### src/asrf_pkg.sv
// Shared types and constants for the audio sample ring FIFO.
package asrf_pkg;

  localparam int unsigned SampleW = 16;
  localparam int unsigned LenW = 11;
  localparam int unsigned DropW = 32;
  localparam int unsigned LogW = 4;
  localparam logic [LogW-1:0] LogMin = 4'd4;
  localparam logic [LogW-1:0] LogMax = 4'd10;
  localparam logic [LogW-1:0] LogReset = 4'd10;

  typedef enum logic [1:0] {
    OP_BEGIN = 2'd0,
    OP_PUSH  = 2'd1,
    OP_PULL  = 2'd2,
    OP_NOP   = 2'd3
  } op_e;

  typedef struct packed {
    logic [1:0]                operation;
    logic [LenW-1:0]           buffer_length;
    logic signed [SampleW-1:0] sample_in;
  } in_item_t;

  typedef struct packed {
    logic signed [SampleW-1:0] sample_out;
    logic                      underrun;
    logic                      buffer_accepted;
    logic [DropW-1:0]          dropped_buffers;
    logic [LenW-1:0]           fill_level;
  } out_item_t;

  typedef struct packed {
    logic             use_rdata;
    logic             underrun;
    logic             buffer_accepted;
    logic [DropW-1:0] dropped_buffers;
    logic [LenW-1:0]  fill_level;
  } resp_meta_t;

endpackage

### src/asrf_ctrl.sv
// Ring pointer control: begin, push and pull handling, drop counter and size register.
module asrf_ctrl
  import asrf_pkg::*;
#(
  parameter int unsigned AW = 10
) (
  input  logic               clk_i,
  input  logic               rst_ni,
  input  logic               cfg_we_i,
  input  logic [LogW-1:0]    cfg_data_i,
  input  logic               accept_i,
  input  in_item_t           item_i,
  output logic               we_o,
  output logic [AW-1:0]      waddr_o,
  output logic [SampleW-1:0] wdata_o,
  output logic               re_o,
  output logic [AW-1:0]      raddr_o,
  output resp_meta_t         meta_o
);

  localparam int unsigned CW = AW + 1;
  localparam int unsigned LW = (CW > LenW) ? CW : LenW;
  localparam logic [LogW-1:0] LogDepth = (AW >= int'(LogMax)) ? LogMax : LogW'(AW);

  logic [LogW-1:0]  log_q;
  logic [CW-1:0]    rd_q, rd_d;
  logic [CW-1:0]    pub_q, pub_d;
  logic [CW-1:0]    stg_q, stg_d;
  logic [LenW-1:0]  left_q, left_d;
  logic             open_q, open_d;
  logic [DropW-1:0] drop_q, drop_d;

  logic [LogW-1:0] log_c;
  logic [LogW-1:0] log_e;
  logic [AW-1:0]   addr_mask;
  logic [CW-1:0]   cap;
  logic [CW-1:0]   used;
  logic [CW-1:0]   free_space;
  logic [CW-1:0]   used_next;
  logic [LW-1:0]   used_next_w;
  logic [LenW-1:0] left_dec;
  logic            under;
  logic            acc;

  always_comb begin
    if (log_q < LogMin) begin
      log_c = LogMin;
    end else if (log_q > LogMax) begin
      log_c = LogMax;
    end else begin
      log_c = log_q;
    end
    log_e = (log_c > LogDepth) ? LogDepth : log_c;
  end

  assign addr_mask  = AW'(~({CW{1'b1}} << log_e));
  assign cap        = CW'(1) << log_e;
  assign used       = pub_q - rd_q;
  assign free_space = (used >= cap) ? '0 : (cap - used);
  assign left_dec   = left_q - LenW'(1);

  always_comb begin
    rd_d    = rd_q;
    pub_d   = pub_q;
    stg_d   = stg_q;
    left_d  = left_q;
    open_d  = open_q;
    drop_d  = drop_q;
    we_o    = 1'b0;
    re_o    = 1'b0;
    under   = 1'b0;
    acc     = 1'b0;
    waddr_o = stg_q[AW-1:0] & addr_mask;
    raddr_o = rd_q[AW-1:0] & addr_mask;
    wdata_o = item_i.sample_in;
    if (cfg_we_i) begin
      rd_d   = '0;
      pub_d  = '0;
      stg_d  = '0;
      left_d = '0;
      open_d = 1'b0;
    end else if (accept_i) begin
      case (op_e'(item_i.operation))
        OP_BEGIN: begin
          stg_d  = pub_q;
          open_d = 1'b0;
          left_d = '0;
          if (LW'(item_i.buffer_length) > LW'(free_space)) begin
            if (drop_q != '1) begin
              drop_d = drop_q + DropW'(1);
            end
          end else begin
            acc = 1'b1;
            if (item_i.buffer_length != '0) begin
              left_d = item_i.buffer_length;
              open_d = 1'b1;
            end
          end
        end
        OP_PUSH: begin
          if (open_q) begin
            we_o   = 1'b1;
            stg_d  = stg_q + CW'(1);
            left_d = left_dec;
            if (left_dec == '0) begin
              pub_d  = stg_q + CW'(1);
              open_d = 1'b0;
            end
          end
        end
        OP_PULL: begin
          if (used == '0) begin
            under = 1'b1;
          end else begin
            re_o = 1'b1;
            rd_d = rd_q + CW'(1);
          end
        end
        default: begin
        end
      endcase
    end
  end

  assign used_next   = pub_d - rd_d;
  assign used_next_w = LW'(used_next);

  always_comb begin
    meta_o.use_rdata       = re_o;
    meta_o.underrun        = under;
    meta_o.buffer_accepted = acc;
    meta_o.dropped_buffers = drop_d;
    meta_o.fill_level      = used_next_w[LenW-1:0];
  end

  always_ff @(posedge clk_i or negedge rst_ni) begin
    if (!rst_ni) begin
      log_q  <= LogReset;
      rd_q   <= '0;
      pub_q  <= '0;
      stg_q  <= '0;
      left_q <= '0;
      open_q <= 1'b0;
      drop_q <= '0;
    end else begin
      if (cfg_we_i) begin
        log_q <= cfg_data_i;
      end
      rd_q   <= rd_d;
      pub_q  <= pub_d;
      stg_q  <= stg_d;
      left_q <= left_d;
      open_q <= open_d;
      drop_q <= drop_d;
    end
  end

endmodule

### config.mk
export PLATFORM = sky130hd
export DESIGN_NAME = asrf_ctrl
export DESIGN_NICKNAME = d
export VERILOG_FILES = /design/src/asrf_pkg.sv /design/src/asrf_ctrl.sv
export SDC_FILE = /design/constraint.sdc
export NUM_CORES = 1
export LEC_CHECK = 0
export BUFFER_PORTS_ARGS = -buffer_cell sky130_fd_sc_hd__buf_2
export CORE_MARGIN = 1
export CORE_UTILIZATION = 55
export DETAILED_ROUTE_END_ITERATION = 12
export HOLD_SLACK_MARGIN = 0.1
export PLACE_DENSITY = 0.8
export RECOVER_POWER = 100
export SLEW_MARGIN = 0
export SYNTH_ARGS = -nofsm -noshare
export SYNTH_HDL_FRONTEND = slang
export SYNTH_SLANG_ARGS = --single-unit
### constraint.sdc
create_clock -name clk_i -period 7.8 [get_ports clk_i]
set_input_delay 0.39 -clock clk_i [delete_from_list [all_inputs] [get_ports clk_i]]
set_output_delay 0.39 -clock clk_i [all_outputs]
set_load 0.01 [all_outputs]
### Word level (Yosys, flattened, before mapping)

Index checks and enable logic that the tools add are counted.

* memories kept: 0
* output and inout bits: 84
* word-level logic and storage cells: 87
* bits in registers: 81
* bits in read-only memories: 0
* latch bits: 0
* bits in writable memories: 0
* bits of input ports: 37

* eq/ne operators: 4
* muxes and demuxes: 51
* multiply operators: 0
* bitwise gates (word level): 3
* shift-type cells: 2
* div/mod/pow operators: 0
* add/subtract/negate cells: 7
* order comparisons: 5
* reduce and logical (&&, ||, !) cells: 8

Operator list (number)
* $mux W11: 18
* $mux W32: 5
* $pmux W11 S2: 2
* $sub A11 B11 Y11: 3
* $add A32 B1 Y32 const B: 1
* $ne A32 B32 Y1 const B: 1
* $add A11 B1 Y11 const B: 2
* $logic_not A11 Y1: 2
* $mux W1: 22
* $and A10 B10 Y10: 2
* $mux W4: 3
* $ge A11 B11 Y1: 1
* $gt A11 B11 Y1: 1
* $reduce_bool A11 Y1: 1
* $shl A1 B4 Y11 const A: 1
* $shl A11 B4 Y10 const A: 1
* $sub A11 B1 Y11 const B: 1
* $not A10 Y10: 1
* $gt A4 B4 Y1 const B: 2
* $lt A4 B3 Y1 const B: 1
* $ne A3 B3 Y1 const B: 1
* $reduce_and A3 Y1: 1
* $reduce_bool A3 Y1: 1
* $eq A2 B1 Y1 const B: 1
* other kinds (5): 5

### Logic depth before layout (Yosys ltp)

* depth after elaboration: 13
* depth in mapped cells: 24
* depth with buffers taken out: 24

### Least setup slack after synthesis

OpenSTA, ideal clock, no wires.

* path kind: register to output
* start point: register rd_q[0]
* end point: output port meta_o[37] in the netlist's numbering
* path buffers: 0
* arrival: 5.586 ns
* data required time: 7.410 ns
* setup slack: 1.824 ns
* cell stages (with the launch flop): 23
* path through: dfrtp_1 -> ha_1 -> fa_1 -> nor2b_1 -> o31a_1 -> o32ai_1 -> or2_2 -> ha_1 -> and2_1 -> a221oi_1 -> o211a_1 -> a211oi_1 -> nand3b_1 -> ha_1 -> nand4_1 -> nor2_1 -> a211o_1 -> a21oi_1 -> o31ai_1 -> nand3_1 -> nor4_1 -> nand3_1 -> xnor2_1

RTL lines
* start: declaration: RTL line asrf_ctrl.sv:26 `logic [CW-1:0] rd_q, rd_d;`
* start signal: assignment: RTL line asrf_ctrl.sv:149 `rd_q <= rd_d;`
* end: declaration: RTL line asrf_ctrl.sv:18 `output resp_meta_t meta_o`

==> flow_metrics.py <==
metrics = {
    "critical_path": {
        "rrSetupSlack_ns": 1.68,
        "crit_chain": "ha_1, fa_1, nor2b_1, o31a_1, o32ai_1, or2_2, ha_1, and2_0, a221oi_1, o211a_1, a211oi_2, nand2_1, ha_1, nand4_1, nor2_1, a211o_1, a21oi_1, o31ai_1, nand3_1, nor3_1, nand3_1, xnor2_1, clkbuf_1",
        "crit_buf_inv": 1,
        "cp_data_required_time_ns": 7.41,
        "crit_fanout": 10,
        "worst_path_max_delay_cell": "nor3_1",
        "critPathLaunch": "rd_q[0]",
        "worstSetupStartpointType": "flip-flop",
        "cp-endpoint": "meta_o[27]",
        "crit_type": "flip-flop to output port",
        "reg2reg_from": "rd_q[0]",
        "max_stage_delay_ns": 0.58,
        "critical_path.top_delay_family": "simple AND/OR/NAND/NOR gates",
        "arrival_ns": 6.55,
        "reg2regPathDepth": 22,
        "critPathCaptureType": "output port",
        "r2r-end": "drop_q[16]",
        "worst-path-stages": 23,
        "cp_common_cell": "ha_1",
    },
    "cells_and_area": {
        "layout-drive-gt1-share_pct": 7.95,
        "syn_to_final_growth_pct": 9.23,
        "antenna_cells": 0,
        "layout.cells.non_filler": 945,
        "nNetsFinal": 887,
        "finish.instance_area_um2": 6830,
    },
    "floorplan": {
        "die_w_um": 109,
        "dieArea_um2": 11800,
        "core_um2": 10900,
        "initial_utilization_pct": 57.2,
        "pin_count": 121,
        "fp.dieH_um": 109,
        "fp-row-count": 38,
    },
    "power_and_ir_drop": {
        "power_frac_seq_pct": 37.6,
        "p_leak_uw": 0.00301,
        "p_total_uw": 1210,
        "switching_power_uw": 407,
        "p_comb_share_pct": 29.7,
        "netSwitchingFraction_pct": 33.5,
        "irDropWorstVdd_mv": 0.135,
        "intPower_uw": 806,
        "p_per_area_nw_per_um2": 178,
        "p_clk_share_pct": 32.8,
    },
    "clock_tree": {
        "cts_tree": "built",
        "clkSlewWorstSetupHoldPaths_ns": 0.06,
        "clock-sinks": 81,
        "numCtsBuffers": 9,
        "htree_levels": 3,
        "clk_latency_ns": 0.35,
        "cts_hold_buffers": 0,
        "clk_root_buffer_cell": "clkbuf_16",
        "cts_max_path_buffers": 2,
    },
    "routing": {
        "wl_um": 15900,
        "antenna_left": 0,
        "post_drt_wl_per_cell_um": 16.8,
        "num_vias": 5551,
        "first_pass_iters": 5,
        "drt_iter0_drc": 293,
        "via_per_inst": 5.87,
        "drcViolationCount": 0,
    },
    "synthesis": {
        "synth_top_cell_by_area": "dfrtp_1",
        "synth_top_area_share_pct": 31.6,
        "async_flop_share_pct": 100,
        "avgSynthCellArea_um2": 8.42,
        "syn_inst": 742,
        "synthSimpleGateAreaFrac_pct": 24.7,
        "synthXorXnorAreaFrac_pct": 10.3,
        "ys_top_cells_by_area": "dfrtp_1 (32%), ha_1 (9.4%), xnor2_1 (7.6%)",
        "ys_ff_latch": 81,
        "yosysWarnings": 0,
        "ys_seq_area_share_pct": 32.5,
        "synth_cell_types": 67,
        "synth_area_um2": 6250,
        "synthAdderAreaFrac_pct": 10.4,
        "synth_top_family_by_area": "simple AND/OR/NAND/NOR gates",
        "synth_enable_flop_cells": 0,
        "synthFlopType": "dfrtp_1",
        "synth_compound_area_share_pct": 14.3,
        "synth_mux_area_share_pct": 1.70,
    },
    "timing": {
        "grt_setup_unrepaired": "no",
        "finalSetupTns_ns": 0,
        "worst_pin_slew_ns": 4.41,
        "clock.fmax_ghz": 0.144,
        "finalHoldViolations": 0,
        "whs_ns": 0.268,
        "fin_crit_ns": 6.94,
        "finalSetupViolCount": 0,
        "skew_ns": 0.00844,
        "min_period_over_period_pct": 89.0,
        "max_slew_margin_pct": -194,
        "drv_slew": 138,
    },
    "grt": {
        "grt_pass1_wl_um": 26100,
        "grt_max_degree": 82,
        "grt_usage_pct": 28.6,
        "grt_pass1_vias": 5592,
        "antenna_found_initial": 0,
        "grt-ovfl-total": 0,
    },
    "outcome": {
        "status": "complete, but fails checks",
        "failed_checks": "max-capacitance violations, max-slew violations",
    },
    "placement": {
        "placed_area_um2": 6640,
        "dp_cells": 929,
        "port_buffers": 88,
        "place_congestion": 0.907,
        "place_hpwl_um": 12000,
    },
    "hold_path": {
        "hold_depth": 2,
        "hold_path.class": "primary input to flip-flop",
    },
    "job": {
        "maxCapViolCount": 2,
    },
}
## layout make-up
cell class | instances | area [µm²]
clock buffers | 11 | 243
clock inverters | 5 | 31.3
fillers | 985 | 4110
inverters | 32 | 120
multi-input cells | 585 | 3850
flip-flops and latches | 81 | 2030
well taps | 140 | 175
repair buffers | 91 | 377
## synthesized netlist by cell type, types with 3 or more instances
master and count:
o21ai_0 32, nor2_1 80, o211ai_1 3, mux2_2 5
a22oi_1 7, mux2i_1 5, nor2b_1 12, buf_2 3
nand3_1 32, o21a_1 7, a21oi_1 46, or2_1 3
xor2_1 17, inv_1 32, and4_1 4, fa_1 3
buf_4 19, nand3b_1 4, clkbuf_1 24, nand4_1 12
ha_1 47, nor3_1 20, a31oi_1 3, nand2_1 64
a211oi_1 3, xnor2_1 54, nor4_1 7, nand2b_1 3
or2_2 14, a21o_1 12, a21boi_0 3, and3_1 24
dfrtp_1 79, and2_1 12, or3_1 7
## metal layers
layer	vias to the layer above	global-route usage (%)	wire length, µm	part of all wire [%]
met4	0	14.9	612	3.9
li1	2679	-	-	-
met1	2617	33.2	6670	42
met5	-	0	0	0
met3	53	5.97	915	5.8
met2	202	49.3	7690	48
## sequential cells by signal (all words and copies together), names as in the netlist
name / cells
stg_q: 11
open_q: 1
rd_q: 11
pub_q: 11
log_q: 4
left_q: 11
drop_q: 32
## how the worst min path moves through the flow
stage | slack [ns] | startpoint | end
after floorplan | 0.09 | rst_ni | drop_q[0]
after global placement | 0.47 | drop_q[8] | drop_q[8]
after detailed placement | 0.49 | drop_q[13] | drop_q[13]
after CTS | 0.26 | cfg_data_i[1] | log_q[1]
after global routing | 0.27 | cfg_data_i[1] | log_q[1]
final | 0.27 | cfg_data_i[1] | log_q[1]
## power groups by stage
stage                     clock [µW]  combinational (µW)  sequential, µW
final                            397                 360             455
after global routing             422                 405             457
after CTS                        405                 363             454
after detailed placement           0                 360             462
after global placement             0                 348             461
after floorplan                    0                 279             454
## metrics by stage
| stage | setup WS (ns) | utilization (%) |
|---|---|---|
| 3_3_place_gp | 1.30 | 60.7 |
| 5_1_grt | 0.264 | 62.4 |
| 6_report | 0.856 | 62.4 |
| 2_1_floorplan | 1.82 | - |
| 3_5_place_dp | 0.992 | 60.7 |
| 4_1_cts | 0.592 | 63.2 |
## logic make-up (layout without fill, tap and decap cells)
family	Yosys count	count (layout)
compound gates	140	140
xor+xnor	72	72
fa+ha+maj	50	50
buf+inv	79	139
flops	81	81
mux	10	10
other cells	2	5
simple gates	308	308
## cells in the final DEF (no fill, tap or decap), types with 3 or more instances in the layout
master and count:
nor2_1 80, dfrtp_1 79, clkbuf_1 68, nand2_1 64, xnor2_1 54, ha_1 47, a21oi_1 46, inv_1 32
o21ai_0 32, nand3_1 32, and3_1 24, buf_2 22, nor3_1 20, xor2_1 17, or2_2 13, nor2b_1 12
a21o_1 12, nand4_1 12, clkbuf_16 9, o21a_1 7, or3_1 7, and2_1 7, nor4_1 7, a22oi_1 7
mux2i_1 5, and2_0 5, conb_1 5, nand3b_1 4, a31oi_1 4, and4_1 4, mux2_2 4, o211ai_1 3
or2_1 3, a21boi_0 3, nand2b_1 3, fa_1 3, clkinv_2 3
## what timing repair did
item,in CTS,in global routing
endpoints found under the setup margin,0,5
buffers inserted,0,0
gates resized for setup,0,1
(Power assumes the default switching activity.)
