**src/asrf_pkg.sv**
```systemverilog
// Shared types and constants for the audio sample ring FIFO.
package asrf_pkg;

  localparam int unsigned SampleW = 16;
  localparam int unsigned LenW = 11;
  localparam int unsigned DropW = 32;
  localparam int unsigned LogW = 4;
  localparam logic [LogW-1:0] LogMin = 4'd4;
  localparam logic [LogW-1:0] LogMax = 4'd10;
  localparam logic [LogW-1:0] LogReset = 4'd10;

  typedef enum logic [1:0] {
    OP_BEGIN = 2'd0,
    OP_PUSH  = 2'd1,
    OP_PULL  = 2'd2,
    OP_NOP   = 2'd3
  } op_e;

  typedef struct packed {
    logic [1:0]                operation;
    logic [LenW-1:0]           buffer_length;
    logic signed [SampleW-1:0] sample_in;
  } in_item_t;

  typedef struct packed {
    logic signed [SampleW-1:0] sample_out;
    logic                      underrun;
    logic                      buffer_accepted;
    logic [DropW-1:0]          dropped_buffers;
    logic [LenW-1:0]           fill_level;
  } out_item_t;

  typedef struct packed {
    logic             use_rdata;
    logic             underrun;
    logic             buffer_accepted;
    logic [DropW-1:0] dropped_buffers;
    logic [LenW-1:0]  fill_level;
  } resp_meta_t;

endpackage

```
**src/asrf_out.sv**
```systemverilog
// Response stage: stays pending for read data, then holds the result for the receiver.
module asrf_out
  import asrf_pkg::*;
(
  input  logic               clk_i,
  input  logic               rst_ni,
  input  logic               accept_i,
  input  resp_meta_t         meta_i,
  input  logic [SampleW-1:0] rdata_i,
  output logic               in_ready_o,
  output logic               out_valid_o,
  input  logic               out_ready_i,
  output out_item_t          out_item_o
);

  logic       pend_q, pend_d;
  resp_meta_t meta_q;
  logic       out_valid_q, out_valid_d;
  out_item_t  out_item_q;
  logic       advance;

  assign advance    = pend_q && (!out_valid_q || out_ready_i);
  assign in_ready_o = !pend_q || advance;

  always_comb begin
    pend_d = pend_q;
    if (accept_i) begin
      pend_d = 1'b1;
    end else if (advance) begin
      pend_d = 1'b0;
    end
    out_valid_d = out_valid_q;
    if (advance) begin
      out_valid_d = 1'b1;
    end else if (out_ready_i) begin
      out_valid_d = 1'b0;
    end
  end

  always_ff @(posedge clk_i or negedge rst_ni) begin
    if (!rst_ni) begin
      pend_q      <= 1'b0;
      out_valid_q <= 1'b0;
    end else begin
      pend_q      <= pend_d;
      out_valid_q <= out_valid_d;
    end
  end

  always_ff @(posedge clk_i) begin
    if (accept_i) begin
      meta_q <= meta_i;
    end
    if (advance) begin
      out_item_q.sample_out      <= meta_q.use_rdata ? rdata_i : '0;
      out_item_q.underrun        <= meta_q.underrun;
      out_item_q.buffer_accepted <= meta_q.buffer_accepted;
      out_item_q.dropped_buffers <= meta_q.dropped_buffers;
      out_item_q.fill_level      <= meta_q.fill_level;
    end
  end

  assign out_valid_o = out_valid_q;
  assign out_item_o  = out_item_q;

endmodule

```
**config.mk**
```make
export PLATFORM = sky130hd
export DESIGN_NAME = asrf_out
export DESIGN_NICKNAME = d
export VERILOG_FILES = /design/src/asrf_pkg.sv /design/src/asrf_out.sv
export SDC_FILE = /design/constraint.sdc
export NUM_CORES = 1
export LEC_CHECK = 0
export BUFFER_PORTS_ARGS = -buffer_cell sky130_fd_sc_hd__buf_2
export CORE_AREA = 5 5 68 116
export DETAILED_ROUTE_END_ITERATION = 6
export DIE_AREA = 0 0 73 121
export PLACE_DENSITY = 0.82
export SLEW_MARGIN = 20
export SYNTH_ARGS = -nofsm -noshare
export SYNTH_HDL_FRONTEND = slang
export SYNTH_SLANG_ARGS = --single-unit
```
**constraint.sdc**
```tcl
create_clock -name clk_i -period 6.6 [get_ports clk_i]
set_input_delay 0.66 -clock clk_i [delete_from_list [all_inputs] [get_ports clk_i]]
set_output_delay 0.66 -clock clk_i [all_outputs]
set_load 0.01 [all_outputs]
```
Yosys cells after proc, flatten, opt, wreduce, memory -nomap -nowiden
Index checks and enable logic that the tools add are counted.

Multiplexer cells: 4. Reduce and logical (&&, ||, !) cells: 7.

Operators with widths (number): $mux W1 (4); $reduce_bool A2 Y1 (2); $logic_not A1 Y1 (2); $logic_or A1 B1 Y1 (2); $logic_and A1 B1 Y1 (1).

Output and inout port bits: 63. Word-level logic and storage cells: 23. Flip-flop bits (word level): 109. Input bits: 66.

Logic depth before layout (Yosys ltp)
Gate-level depths: netlist of run 1.

Word-level depth: 5. Gate-level depth with buffers: 2. Depth with buffers taken out: 2.

Worst setup path after synthesis of run 1
Ideal clock, no wire load.

Path type: in2reg. Start point: input port out_ready_i. End point: register out_item_q, in the netlist out_item_o[0], enable pin. Buffers on the path: 0. Slack: 3.964 ns. Data required time: 6.175 ns. Data arrival time: 2.211 ns. Stages: 2. Library setup time: 0.425 ns. Path through: nand2b_1 > and2_1.

Word-level cells in the longest chain between the ends: 2.

Ends and longest elaborated chain: from (decl) (line asrf_out.sv:12) `input logic out_ready_i,`; $logic_or A1 B1 Y1 (line asrf_out.sv:22) `assign advance = pend_q && (!out_valid_q || out_ready_i);`; $logic_and A1 B1 Y1 (line asrf_out.sv:22); named net advance (line asrf_out.sv:20) `logic advance;`; to (decl) (line asrf_out.sv:19) `out_item_t out_item_q;`.

The timed path passes the listed nets, and every way through them passes these cells. A chain may end at the register's enable or synchronous reset.

Worst setup path in the final report of run 1
Start point: input port out_ready_i. End point: output port in_ready_o.

Word-level cells in the longest chain between the ends: 3.

Ends and longest elaborated chain: $logic_or A1 B1 Y1 (line asrf_out.sv:22); $logic_and A1 B1 Y1 (line asrf_out.sv:22); $logic_or A1 B1 Y1 (line asrf_out.sv:23) `assign in_ready_o = !pend_q || advance;`; to (decl) (line asrf_out.sv:10) `output logic in_ready_o,`.

Every way passes these cells.

==> results of run 1 <==
sequential cells by signal, indices dropped and copies added, names as in the netlist:
register and flops:
out_item_o 61, pend_q 1, meta_q 46, out_valid_o 1
report_power, final:
group / total [W] / switching [W] / leakage, nW / internal, W
Clock: 0.000546 / 0.000214 / 0.145 / 0.000331
Combinational: 0.0000938 / 0.0000544 / 0.582 / 0.0000393
Sequential: 0.000844 / 0.0000152 / 1.06 / 0.000829
Total: 0.00148 / 0.000284 / 1.79 / 0.00120
per-layer routing:
layer  share of wire  global-route usage
met2            0.52               0.229
met5               0                   0
met1            0.35               0.154
met3            0.10              0.0622
met4           0.024              0.0681
cell usage in the layout (no fill, tap or decap):
cell	count
buf_2	128
and2_2	15
clkinvlp_4	3
nor2b_1	1
dfrtp_1	2
nand2b_1	2
clkbuf_1	1
edfxtp_1	107
clkbuf_16	9
and2_1	2
bufinv_16	2
buf_4	1
nand2_1	1
clkinv_2	1
a21o_1	1
path summary, 6_finish.rpt:
kind | start | endpoint | depth (start not counted) | slack (ps)
max in group asynchronous | rst_ni | out_valid_o$_DFFE_PN0P_ | 1 | 6410
max | out_ready_i | in_ready_o | 4 | 4840
min reg2reg | meta_q[38]$_DFFE_PP_ | out_item_o[38]$_DFFE_PP_ | 0 | 420
min in group clk_i | meta_q[38]$_DFFE_PP_ | out_item_o[38]$_DFFE_PP_ | 0 | 420
min | rst_ni | pend_q$_DFFE_PN0P_ | 1 | 100
max reg2reg | out_valid_o$_DFFE_PN0P_ | out_item_o[60]$_SDFFCE_PN0P_ | 3 | 4970
logic make-up after synthesis:
| family | Yosys count | share of synthesized area |
|---|---|---|
| AO/OA/AOI/OAI | 1 | 0.00219 |
| buffers and inverters | 1 | 0.00328 |
| flip-flops | 109 | 0.952 |
| AND/OR/NAND/NOR | 21 | 0.0427 |
through the flow:
stage	hold slack (ps)	util	worst slack, ps	power [W]
4_1_cts	80.5	0.659	4830	0.00150
3_5_place_dp	405	0.613	4600	0.000956
6_report	97.7	0.659	4840	0.00148
2_1_floorplan	364	-	3960	0.000892
5_1_grt	80.3	0.659	4770	0.00155
3_3_place_gp	400	0.613	4640	0.000950
area by class of cell:
cell class | instances | area (µm²) | share of cell area
clock buffers | 10 | 229 | 0.0510
clock inverters | 6 | 87.6 | 0.0195
multi-input cells | 22 | 155 | 0.0346
flip-flops and latches | 109 | 3260 | 0.727
well taps | 84 | 105 | 0.0234
repair buffers | 129 | 648 | 0.144
==> run metrics, run 1 <==
DR vias/cell=approximately 4.6; antenna viol nets, final=0; Yosys reg bits=around 110; CP delay by family, top=buffers and inverters; final worst-path cycle share=0.267; clock skew=approximately 6.0 ps; Initial Util=0.504; first-pass GRT wire length=~8.9 mm; post-CTS sizing=0; maximum vdd drop=198 µV; mapped cell area=between 3000 and 4000 µm²; relative slew slack=0.321; pin count of the biggest net entering global routing=62; drt wl/cell=16.4 µm; setup TNS=0 ps; Synth async-reset ratio=0.0183; vias in the first global route=between 1,500 and 2,000; cell taking the most area after synthesis=edfxtp_1; syn nets=roughly 200; Crit Path Category=in2out; fmax=~570 MHz; most frequent CP cell=buf_2; final count of hold timing violations=0; crit path cell chain=buf_2 > nor2b_1 > nand2_1 > buf_2; CP required=5940 ps; top_reg_cell synth=edfxtp_1; grt ovf=0; Least-Margin Pin Slew=roughly 1000 ps; DRT Wirelength=approximately 5.9 mm; critical path's largest stage delay=around 140 ps; non-filler cells, final=360; initial antenna violation count=0; hold_buf cts=0; Tot GR Track Use=0.141; RSZ-0062 raised after global routing=false; minimum clock period=1760 ps; Finished Cell Area=~4500 µm²; vias=1,656; Synth top area share=0.937; number of enable flip-flop cells after synthesis=roughly 110; slowest stage cell, crit path=nor2b_1; number of port buffers=between 100 and 150; count leader, synth=edfxtp_1; H-tree Lvls=3; hpwl dp=4.35 mm; Distinct cells, synth=9; Placed Cells=344; CTS buffer count=9; First-pass DRT Iterations=4; Critical Path Source Type=input pin; Setup Viol. Count Final=0; CTS Sinks=roughly 110; status=complete, no violations; Max Root-Sink Buffers=2; area grow syn2layout=30.9%; die height=~120 µm; CTS tree=built; Synth area leaders=edfxtp_1 (94%), and2_2 (3.1%), dfrtp_1 (1.5%); fraction of layout instances using a drive strength above 1=0.576; Core Rows=40; CTS root buf=clkbuf_16; top post-synthesis cells by count=edfxtp_1 (107), and2_2 (14), and2_1 (3); die area=~8800 µm²; final max-slew violation count=0; P_leak=1.79 nW; HP Class=in2async; max_cap viols=0; Placed Instance Area=between 4000 and 5000 µm²; final-layout fill cell count=around 470; gp weighted congestion=roughly 0.76; CP Max Fanout=2; ANT cells=0; register area share after synthesis=0.952; pwr/cell area=approximately 330 nW/µm²; Boundary Pins=between 100 and 150; CP arrival=between 1000 and 1500 ps; syn avg cell area=approximately 26 µm²; Post-CTS Setup Bufs=0; Gate Count Post-Synth=about 130; CP endpoint kind=output pin; drt drc=0; Clock transition at path regs=about 60 ps; nets=approximately 340; 1st-iter DRT viols=135; sum of buffers and inverters on the critical path=2; YS warnings=0; Die X=73 µm; worst skew pair latency=330 ps; core area=around 6800 µm²
No activity file was read; power rests on OpenSTA's default activity.
==> inputs of run 2 (changes only) <==
Settings changed: ABC_AREA set to 1, CORE_AREA 5 5 68 116 to 5 5 74 127, DIE_AREA 0 0 73 121 to 0 0 79 132, PLACE_DENSITY 0.82 to 0.73.
Clock period 6.6 ns to 1.5 ns, I/O delays scaled along.
==> run 2 against run 1 <==
- die area grew 18%
- combinational power grew to 5.7 times the previous value
- setup slack lost 4600 ps
- sequential cell count is the same
- critical endpoint is now out_item_o[22]$_DFFE_PP_
==> run metrics, run 2 <==
status=complete, no violations; number of enable flip-flop cells after synthesis=107 (unchanged); fmax=around 790 MHz; Clock transition at path regs=60 ps (about the same); initial antenna violation count=0 (unchanged); Placed Instance Area=4240 µm² (+1.6%); Critical Path Source Type=register; clock skew=4.82 ps (-1.22 ps); Distinct cells, synth=9 (unchanged); maximum vdd drop=709 µV (+260%); drt drc=0 (unchanged); number of port buffers=128 (unchanged); worst skew pair latency=340 ps (about the same); reg-to-reg slack, setup=240 ps (-4730 ps); CTS root buf=clkbuf_16; count leader, synth=edfxtp_1; pre-CTS setup slack=249 ps (-4350 ps); Synth area leaders=edfxtp_1 (93%), inv_1 (2.1%), nand2_1 (1.5%); Final WS setup=237 ps (-4600 ps); syn avg cell area=22.9 µm² (-12%); Setup Viol. Count Final=0 (unchanged); CP endpoint kind=register; HP Class=in2reg; gp weighted congestion=0.708 (-6.8%); cell taking the most area after synthesis=edfxtp_1; Least-Margin Pin Slew=610 ps (-409 ps); Tot GR Track Use=0.141 (+0.000403); mapped cell area=3460 µm² (+0.91%); top post-synthesis cells by count=edfxtp_1 (107), inv_1 (19), nand2_1 (14); Initial Util=0.422 (-0.0819); P_leak=2.09 nW (+17%); CP required=1510 ps (-4430 ps); die height=132 µm (+9.1%); ANT cells=0 (unchanged); Synth top area share=0.929 (-0.00847); CP Max Fanout=61 (+59); total power=0.00630 W (+320%); Yosys reg bits=109 (unchanged); register area share after synthesis=0.943 (-0.00861); hpwl dp=4.42 mm (+1.4%); Largest register FFs=61 (unchanged); CTS buffer count=9 (unchanged); leading cell types in the layout, fill and taps excluded=buf_2 (128), edfxtp_1 (107), dlygate4sd3_1 (46); YS warnings=0 (unchanged); pwr/cell area=1270 nW/µm² (+290%); antenna viol nets, final=0 (unchanged); slowest stage cell, crit path=dfrtp_2; First-pass DRT Iterations=4 (unchanged); Finished Cell Area=4950 µm² (+10%); final core utilization=0.603 (-0.0561); 1st-iter DRT viols=132 (-2.2%); CTS tree=built; Die X=79 µm (+8.2%); setup TNS=0 ps (unchanged); first-pass GRT wire length=10.7 mm (+21%); RSZ-0062 raised after global routing=false; DR vias/cell=4.43 (-3.7%); CTS Sinks=109 (unchanged); final count of hold timing violations=0 (unchanged); pin count of the biggest net entering global routing=62 (unchanged); fraction of layout instances using a drive strength above 1=0.432 (-0.144); final-layout fill cell count=608 (+30%); core area=8200 µm² (+21%); drt wl/cell=16.1 µm (-2.2%); Core Rows=44 (+10%); top_reg_cell synth=edfxtp_1; Synth async-reset ratio=0.0183 (unchanged); die area=10,400 µm² (+18%); Crit Path Category=reg2reg; DRT Wirelength=6.94 mm (+17%); final max-slew violation count=0 (unchanged); vias=1,913 (+16%); Max Root-Sink Buffers=2 (unchanged); vias in the first global route=2,026 (+17%); commonest non-fill, non-tap cell in the layout=buf_2; max_cap viols=0 (unchanged); area grow syn2layout=43.0%; H-tree Lvls=3 (unchanged); critical path's largest stage delay=440 ps (+300 ps); syn nets=217 (+9.6%); minimum clock period=about 1300 ps; final worst-path cycle share=0.842; Boundary Pins=129 (unchanged); Gate Count Post-Synth=151 (+14%); nets=402 (+19%); relative slew slack=0.594 (+0.272); grt ovf=0 (unchanged); CP arrival=1270 ps (+170 ps); crit path cell chain=a21oi_4 > buf_12
-- run 2: cell types whose count changed in the layout (fill, tap and decap cells not counted), moves of 3 or more --
| cell | change |
|---|---|
| nand2_1 | +13 |
| nand2_2 | +5 |
| dlygate4sd3_1 | +46 |
| inv_1 | +19 |
| and2_2 | -15 |
| clkbuf_1 | +3 |
-- run 2: worst paths after layout --
| path | start | endpoint | cells after the start |
|---|---|---|---|
| min in group asynchronous | rst_ni | out_valid_o$_DFFE_PN0P_ | 2 |
| worst max register to register | out_valid_o$_DFFE_PN0P_ | out_item_o[22]$_DFFE_PP_ | 2 |
| max in group asynchronous | rst_ni | out_valid_o$_DFFE_PN0P_ | 2 |
| worst min register to register | meta_q[23]$_DFFE_PP_ | out_item_o[23]$_DFFE_PP_ | 0 |
| worst max-delay path | out_valid_o$_DFFE_PN0P_ | out_item_o[22]$_DFFE_PP_ | 2 |
| worst min-delay path | meta_i[45] | meta_q[45]$_DFFE_PP_ | 1 |
-- run 2: stage by stage --
step,std cells,hold WS (ps)
3_5_place_dp,371,-58.5
2_1_floorplan,151,-146
3_3_place_gp,371,-65.4
5_1_grt,432,1.12
4_1_cts,432,0.326
6_report,432,11.2
-- run 2: power breakdown --
part | internal, W | switching, W | total, W | leakage [nW]
clock | 0.00111 | 0.000938 | 0.00205 | 0.117
sequential | 0.00364 | 0.0000716 | 0.00371 | 1.06
combinational | 0.000256 | 0.000276 | 0.000532 | 0.909
-- run 2: layout make-up --
| type | instances | area (µm²) | share of cell area |
|---|---|---|---|
| Tap cell | 92 | 115 | 0.0233 |
| Timing Repair Buffer | 176 | 1140 | 0.231 |
| Sequential cell | 109 | 3260 | 0.660 |
| Inverter | 19 | 71.3 | 0.0144 |
| Clock buffer | 13 | 240 | 0.0485 |
| Clock inverter | 2 | 11.3 | 0.00228 |
| Multi-Input combinational cell | 21 | 105 | 0.0212 |
-- run 2: timing repair --
action	4_1_cts	5_1_grt
buffers inserted	0	0
hold buffers	46	0
resized for setup	0	0
hold endpoints to repair	47	0
-- run 2: critical path: cells and delay by family, from the launching register on --
family / cells / cell delay (ps)
AOI/OAI and AO/OA: 1 / 150
buffers and inverters: 1 / 310
DFF: 1 / 440
-- run 2: cell families (layout without fill, tap and decap cells) --
| kind of cell | after synthesis | count (layout) | synth area share |
|---|---|---|---|
| simple gates | 20 | 20 | 0.0257 |
| buf+inv | 21 | 210 | 0.0297 |
| compound gates | 1 | 1 | 0.00145 |
| flops | 109 | 109 | 0.943 |
-- run 2: metal layers --
layer  part of all wire  GRT usage
met1               0.35      0.150
met2               0.55      0.248
met5                  0          0
met3              0.063     0.0397
met4              0.035     0.0746
